--- config.mk ---
export PLATFORM = sky130hd
export DESIGN_NAME = sbd_ctrl
export DESIGN_NICKNAME = d
export VERILOG_FILES = /design/src/hw/rtl/sbd_pkg.sv /design/src/hw/rtl/sbd_ctrl.sv
export SDC_FILE = /design/constraint.sdc
export NUM_CORES = 1
export LEC_CHECK = 0
export ABC_AREA = 1
export ABC_CLOCK_PERIOD_IN_PS = 1300
export BUFFER_PORTS_ARGS = -buffer_cell sky130_fd_sc_hd__buf_2
export CAP_MARGIN = 40
export CORE_AREA = 2 2 39 41
export DETAILED_ROUTE_END_ITERATION = 16
export DIE_AREA = 0 0 41 43
export MAX_ROUTING_LAYER = met4
export PLACE_DENSITY = 0.69
export SETUP_SLACK_MARGIN = 0.02
export SLEW_MARGIN = 20
export SYNTH_ARGS = -nofsm -noshare
export SYNTH_HDL_FRONTEND = slang
export SYNTH_SLANG_ARGS = --single-unit
--- constraint.sdc ---
create_clock -name clk_i -period 1.3 [get_ports clk_i]
set_input_delay 0 -clock clk_i [delete_from_list [all_inputs] [get_ports clk_i]]
set_output_delay 0 -clock clk_i [all_outputs]
set_load 0.02 [all_outputs]
--- src/hw/rtl/sbd_pkg.sv ---
`timescale 1ns / 1ps
`default_nettype none
// ----------------------------------------------------------------------------
// sbd_pkg
// Shared constants, widths and control structs of the subband beat detector.
// ----------------------------------------------------------------------------
package sbd_pkg;

  function automatic int max2(input int a, input int b);
    return (a > b) ? a : b;
  endfunction

  function automatic int min2(input int a, input int b);
    return (a < b) ? a : b;
  endfunction

  localparam int NUM_BANDS        = 32;
  localparam int SPECTRUM_BINS    = 1024;
  localparam int HISTORY_DEPTH    = 64;
  localparam int BEAT_QUEUE_DEPTH = 16;

  localparam int BPB      = SPECTRUM_BINS / NUM_BANDS;
  localparam bit BPB_POW2 = ((BPB & (BPB - 1)) == 0);
  localparam int BPB_LOG  = $clog2(BPB);
  localparam int BPB_CW   = $clog2(BPB + 1);

  localparam int MAG_W    = 16;
  localparam int TIME_W   = 32;
  localparam int BPM_W    = 16;
  localparam int BIDX_W   = 5;
  localparam int CFG_W    = 16;
  localparam int CFG_IDX_W = 1;

  localparam logic [CFG_IDX_W-1:0] CFG_ENERGY_RATIO   = 1'd0;
  localparam logic [CFG_IDX_W-1:0] CFG_BEAT_WINDOW_MS = 1'd1;
  localparam logic [CFG_W-1:0]     RATIO_RESET  = 16'd384;
  localparam logic [CFG_W-1:0]     WINDOW_RESET = 16'd2000;

  localparam int BAND_W   = $clog2(NUM_BANDS);
  localparam int BANDC_W  = $clog2(NUM_BANDS + 1);
  localparam int BIN_W    = $clog2(SPECTRUM_BINS + 1);
  localparam int SQ_W     = 2 * MAG_W + 1;
  localparam int ACC_W    = SQ_W + BPB_LOG;
  localparam int ENERGY_W = 34;

  localparam int HIST_IDX_W = $clog2(HISTORY_DEPTH);
  localparam int FILL_W     = $clog2(HISTORY_DEPTH + 1);
  localparam int SUM_W      = ENERGY_W + FILL_W;
  localparam int HMEM_DEPTH = NUM_BANDS * HISTORY_DEPTH;
  localparam int HADDR_W    = $clog2(HMEM_DEPTH);

  localparam int QIDX_W     = $clog2(BEAT_QUEUE_DEPTH);
  localparam int QCNT_W     = $clog2(BEAT_QUEUE_DEPTH + 1);
  localparam int QMEM_DEPTH = NUM_BANDS * BEAT_QUEUE_DEPTH;
  localparam int QADDR_W    = $clog2(QMEM_DEPTH);

  localparam int BPM_NUM  = 6000000;
  localparam int BPM_MAX  = 65535;
  localparam int NUM_W    = $clog2(BPM_NUM * BEAT_QUEUE_DEPTH);

  localparam int DIV_N_W  = max2(max2(ACC_W, SUM_W), NUM_W);
  localparam int DIV_D_W  = 32;

  localparam int RATIO_FRAC = 8;
  localparam int MUL_SPLIT  = ENERGY_W / 2;
  localparam int PROD_W     = CFG_W + ENERGY_W;

  localparam int RESULT_LIMIT = 32;
  localparam int LAST_RES     = min2(NUM_BANDS, RESULT_LIMIT) - 1;

  typedef struct packed {
    logic bin_en;
    logic e_start;
    logic e_latch;
    logic hist_rd;
    logic hist_upd;
    logic mean_latch;
    logic mul_hi;
    logic mul_lo;
    logic cmp;
    logic push;
    logic q_rd_head;
    logic q_drop;
    logic q_rd_last;
    logic q_span;
    logic bpm_latch;
    logic emit;
  } sbd_cmd_t;

  typedef struct packed {
    logic div_busy;
    logic beat_new;
    logic drop;
    logic cnt_ge2;
    logic span_zero;
    logic out_free;
    logic reported;
    logic last_band;
  } sbd_status_t;

endpackage
`default_nettype wire

--- src/hw/rtl/sbd_ctrl.sv ---
`timescale 1ns / 1ps
`default_nettype none
// ----------------------------------------------------------------------------
// sbd_ctrl
// Sequencer for bin intake and the per-band frame-end pass.
// ----------------------------------------------------------------------------
module sbd_ctrl
  import sbd_pkg::*;
(
  input  wire logic        clk_i,
  input  wire logic        rst_ni,
  input  wire logic        in_valid_i,
  input  wire logic        last_bin_i,
  output logic             in_stall_o,
  input  wire sbd_status_t status_i,
  output sbd_cmd_t         cmd_o
);

  localparam logic [3:0] S_IDLE     = 4'd0;
  localparam logic [3:0] S_ENERGY   = 4'd1;
  localparam logic [3:0] S_EDIV     = 4'd2;
  localparam logic [3:0] S_HIST     = 4'd3;
  localparam logic [3:0] S_MDIV     = 4'd4;
  localparam logic [3:0] S_MULHI    = 4'd5;
  localparam logic [3:0] S_MULLO    = 4'd6;
  localparam logic [3:0] S_CMP      = 4'd7;
  localparam logic [3:0] S_PUSH     = 4'd8;
  localparam logic [3:0] S_DROP_RD  = 4'd9;
  localparam logic [3:0] S_DROP_CHK = 4'd10;
  localparam logic [3:0] S_QRD1     = 4'd11;
  localparam logic [3:0] S_QRD2     = 4'd12;
  localparam logic [3:0] S_QSPAN    = 4'd13;
  localparam logic [3:0] S_BDIV     = 4'd14;
  localparam logic [3:0] S_EMIT     = 4'd15;

  logic [3:0] state_q;
  logic [3:0] state_d;

  always_ff @(posedge clk_i or negedge rst_ni) begin
    if (!rst_ni) begin
      state_q <= S_IDLE;
    end else begin
      state_q <= state_d;
    end
  end

  always_comb begin
    state_d = state_q;
    cmd_o   = '0;
    case (state_q)
      S_IDLE: begin
        cmd_o.bin_en = in_valid_i;
        if (in_valid_i && last_bin_i) begin
          state_d = S_ENERGY;
        end
      end
      S_ENERGY: begin
        if (BPB_POW2) begin
          cmd_o.e_latch = 1'b1;
          cmd_o.hist_rd = 1'b1;
          state_d       = S_HIST;
        end else begin
          cmd_o.e_start = 1'b1;
          state_d       = S_EDIV;
        end
      end
      S_EDIV: begin
        if (!status_i.div_busy) begin
          cmd_o.e_latch = 1'b1;
          cmd_o.hist_rd = 1'b1;
          state_d       = S_HIST;
        end
      end
      S_HIST: begin
        cmd_o.hist_upd = 1'b1;
        state_d        = S_MDIV;
      end
      S_MDIV: begin
        if (!status_i.div_busy) begin
          cmd_o.mean_latch = 1'b1;
          state_d          = S_MULHI;
        end
      end
      S_MULHI: begin
        cmd_o.mul_hi = 1'b1;
        state_d      = S_MULLO;
      end
      S_MULLO: begin
        cmd_o.mul_lo = 1'b1;
        state_d      = S_CMP;
      end
      S_CMP: begin
        cmd_o.cmp = 1'b1;
        state_d   = status_i.beat_new ? S_PUSH : S_QRD1;
      end
      S_PUSH: begin
        cmd_o.push = 1'b1;
        state_d    = S_DROP_RD;
      end
      S_DROP_RD: begin
        cmd_o.q_rd_head = 1'b1;
        state_d         = S_DROP_CHK;
      end
      S_DROP_CHK: begin
        // drop aged times one per read until the oldest is in the window
        if (status_i.drop) begin
          cmd_o.q_drop = 1'b1;
          state_d      = S_DROP_RD;
        end else begin
          state_d = S_QRD1;
        end
      end
      S_QRD1: begin
        if (status_i.cnt_ge2) begin
          cmd_o.q_rd_head = 1'b1;
          state_d         = S_QRD2;
        end else begin
          state_d = S_EMIT;
        end
      end
      S_QRD2: begin
        cmd_o.q_rd_last = 1'b1;
        state_d         = S_QSPAN;
      end
      S_QSPAN: begin
        cmd_o.q_span = 1'b1;
        state_d      = status_i.span_zero ? S_EMIT : S_BDIV;
      end
      S_BDIV: begin
        if (!status_i.div_busy) begin
          cmd_o.bpm_latch = 1'b1;
          state_d         = S_EMIT;
        end
      end
      S_EMIT: begin
        if (status_i.out_free || !status_i.reported) begin
          cmd_o.emit = 1'b1;
          state_d    = status_i.last_band ? S_IDLE : S_ENERGY;
        end
      end
      default: begin
        state_d = S_IDLE;
      end
    endcase
  end

  assign in_stall_o = state_q != S_IDLE;

endmodule
`default_nettype wire

# --- After elaboration in Yosys (flattened, before gate mapping) ---
# Index checks and enable logic that the tools add are counted.
classes:
  n_eq_ne: 20
  n_mux: 30
  reduce_logical: 6
op_table:
  columns: ["operator", "n"]
  rows:
  - ["$pmux 4 s16", 1]
  - ["$eq 4x4->1 const B", 8]
  - ["$mux 4", 5]
  - ["$mux 1", 18]
  - ["$eq 4x3->1 const B", 4]
  - ["$ne 2x2->1 const B", 5]
  - ["$eq 4x2->1 const B", 2]
  - ["$mux 2", 4]
  - ["$reduce_and 5->1", 1]
  - ["$eq 4x1->1 const B", 1]
  - ["$logic_not 4->1", 1]
  - ["$pmux 2 s2", 1]
  - ["$reduce_bool 4->1", 1]
  - ["$pmux 1 s2", 1]
  - ["$logic_and 1x1->1", 1]
  - ["$logic_not 1->1", 1]
  - ["$logic_or 1x1->1", 1]
word_totals:
  ff_bits: 4
  input_bits: 12
  output_inout_bits: 17
  wordCells: 57

# --- Depth between registers and ports, before layout ---
logic_depth:
  depth_word: 4
  mapped_depth: 9
  depth_no_buf: 9

# --- Worst setup path after synthesis ---
# Ideal clock, no wire load.
synth_path:
  path_kind: "reg-to-output"
  from: "register state_q[0]"
  to: "output cmd_o[13] (netlist name)"
  arrival_time_ns: 1.336
  required_time_ns: 1.300
  path_slack_ns: -0.036
  stages_incl_launch_ff: 6
  n_path_buf: 1
  path_cell_list: "dfrtp_1 inv_1 nor2_1 inv_1 o22ai_1 buf_4"
synth_lines:
  columns: ["item", "line_no", "source"]
  rows:
  - ["start, declared", "sbd_ctrl.sv:36", "logic [3:0] state_q;"]
  - ["start signal, assigned", "sbd_ctrl.sv:43", "state_q <= state_d;"]
  - ["end, declared", "sbd_ctrl.sv:16", "output sbd_cmd_t cmd_o"]

==> flow_metrics.env <==
export IMPL_run_status="complete, but fails checks"
export IMPL_violations="setup timing"
export IMPL_grt_busiest_layer="met2"
export IMPL_setup_viol=1
export IMPL_drt_first_pass_iters=4
export IMPL_numCtsBuffers=3
export IMPL_finalInstanceArea_um2=824.5
export IMPL_worst_hold_path_type="primary input to flop"
export IMPL_crit_chain="inv_2 -> nor2_4 -> nand2_2 -> o22ai_2 -> buf_6"
export IMPL_synth_async_reset_ratio=1.000
export IMPL_clockBufferDepth=2
export IMPL_skew_ns=0.004888
export IMPL_holdWs_ns=0.08474
export IMPL_final_setup_tns_ns=-0.01224
export IMPL_ys_top_cells_by_count="34 x nand2_1, 17 x inv_1, 16 x nor2_1"
export IMPL_fin_cells=147
export IMPL_ys_seq_area_frac=0.1970
export IMPL_met1_usage=0.2000
export IMPL_yosys_warnings=0
export IMPL_routed_wl_mm=1.565
export IMPL_timing_fmax_ghz=0.7621
export IMPL_end_kind="output port"
export IMPL_final_core_util=0.5958
export IMPL_ioPinCount=29
export IMPL_avgSynthCellArea_um2=5.237
export IMPL_grt_util_all_layers=0.1977
export IMPL_cts_tree="built"
export IMPL_yosys_area_top_type="nand2_1"
export IMPL_largest_reg_flops=4
export IMPL_ir_drop_v=0.001258
export IMPL_period_needed_ns=1.312
export IMPL_start_util=0.3671
export IMPL_dp_cells=139
export IMPL_cap_violations=0
export IMPL_dieArea_um2=1763
export IMPL_placed_area_um2=661.9
export IMPL_drv_slew=0
export IMPL_regMostFlops="state_q"
export IMPL_cp_slowest_stage_delay_ns=0.47
export IMPL_drc=0
export IMPL_rows=14
export IMPL_die_y_um=43
export IMPL_synth_top_area_share=0.2512
export IMPL_synthDistinctLibCells=17
export IMPL_coreArea_um2=1384
export IMPL_antenna_found_initial=0
export IMPL_fin_nets=145
export IMPL_grt_pass1_wl_mm=2.352
export IMPL_hpwl_mm=1.142
export IMPL_cts_root_buffer="clkbuf_4"
export IMPL_met3_usage=0.05236
export IMPL_required_ns=1.30
export IMPL_cts_htree_levels=1
export IMPL_synth_most_common_cell="nand2_1"
export IMPL_syn_area_um2=508.0
export IMPL_num_vias=681
export IMPL_reg_top3="state_q x4"
export IMPL_clkLatencyLatePin_ns=0.23
export IMPL_syn2layout_area_growth_pct=62.32
export IMPL_grt_start_max_net_pins=8
export IMPL_met2_usage=0.3281
export IMPL_slowest_stage="dfrtp_2"
export IMPL_critPathArrivalTime_ns=1.31
export IMPL_dr_first_iter_drc_count=11
export IMPL_wire_per_inst_um=10.65
export IMPL_diodes=0
export IMPL_leakagePower_uw=0.0005012
export IMPL_powerDensity_nw_per_um2=2348
export IMPL_synth_edf_count=0
export IMPL_grt_pass1_vias=628
export IMPL_yosys_top_cells_area="nand2_1 25%, dfrtp_1 20%, inv_1 13%"
export IMPL_drive_above_1_share=0.5344
export IMPL_cp_start_kind="flop"
export IMPL_syn_inst=97
export IMPL_path_class="flop to output port"
export IMPL_clk_pin_slew_ns=0.04
export IMPL_gp_congestion=0.8412
export IMPL_via_per_inst=4.633
export IMPL_die_w_um=41
export IMPL_cp_max_fo=7
export IMPL_clock_sinks=4
export IMPL_synth_seq_cells=4
export IMPL_finalCritPeriodShare=1.009
export IMPL_hold_violations=0
export IMPL_gr_total_overflow=0
export IMPL_antenna_left=0
export IMPL_syn_nets=109
export IMPL_worst_slack_ns=-0.01224
export IMPL_portBuffers=27
export IMPL_postSynth_topFlopCell="dfrtp_1"
export IMPL_rsz0062_at_grt="true"
export IMPL_n_fill_cell=137
stage by stage:
stage	setup slack, ns	total power, uW
after floorplan	0.1107	1163
after global placement	-0.02314	1435
after detailed placement	-0.02250	1443
after CTS	0.005545	1750
after global routing	-0.06242	2105
final	-0.01224	1936
power breakdown:
part / switching (uW) / total [uW] / leakage [uW] / internal [uW]
Clock: 48.0 / 151 / 0.0000138 / 103
Combinational: 900 / 1440 / 0.000443 / 541
Sequential: 142 / 345 / 0.0000447 / 203
Total: 1090 / 1940 / 0.000501 / 847
cells in the final DEF, fill, tap and decap left out, types with 5 or more instances in the layout:
cell type and n:
nor2_1 9, nand2_1 29, buf_2 19, inv_2 6
nand2_2 10, buf_4 9, nand3_1 5, inv_1 11
nor2_2 6
cell type report:
type	instances	area, um2	share of cell area
timing repair buffer	33	217.7	0.2640
tap	16	20.02	0.02428
multi-input combinational	73	389.1	0.4719
inverter	18	70.07	0.08498
clock buffer	3	22.52	0.02731
sequential	4	105.1	0.1275
layer usage:
metal / vias up / share of wire
met5: - / 0
met1: 305 / 0.41
met2: 16 / 0.56
li1: 360 / -
met4: 0 / 0
met3: 0 / 0.035
worst max-delay path, delay by kind of cell (launching register included):
kind / cells / cell delay (ns)
AO/OA/AOI/OAI: 1 / 0.18
flip-flops: 1 / 0.47
buffers and inverters: 2 / 0.23
AND/OR/NAND/NOR: 2 / 0.20
final timing paths:
kind	slack [ns]	start	cells after the start	endpoint
max	-0.01	state_q[3]$_DFFE_PN0P_	5	cmd_o[5]
min	0.08	status_i[2]	4	state_q[0]$_DFFE_PN0P_
max reg2reg	0	state_q[3]$_DFFE_PN0P_	8	state_q[1]$_DFFE_PN0P_
min reg2reg	0.61	state_q[1]$_DFFE_PN0P_	2	state_q[1]$_DFFE_PN0P_
max in group asynchronous	1.07	rst_ni	2	state_q[0]$_DFFE_PN0P_
min in group asynchronous	0.10	rst_ni	2	state_q[2]$_DFFE_PN0P_
repair_timing:
action | CTS | global route
hold buffers | 1 | 0
pin swaps | 1 | 5
setup buffers | 2 | 2
endpoints found under the hold margin | 4 | 0
resized for setup | 15 | 25
endpoints found under the setup margin | 13 | 18
kinds of logic (layout without fill, tap and decap cells):
group / Yosys count / in the layout / synth area share
AOI/OAI and AO/OA: 5 / 5 / 0.06158
DFF: 4 / 4 / 0.1971
other: 1 / 1 / 0.007382
buffers and inverters: 20 / 54 / 0.1625
and+or+nand+nor: 67 / 67 / 0.5715
Power figures use the tool's default switching activity.
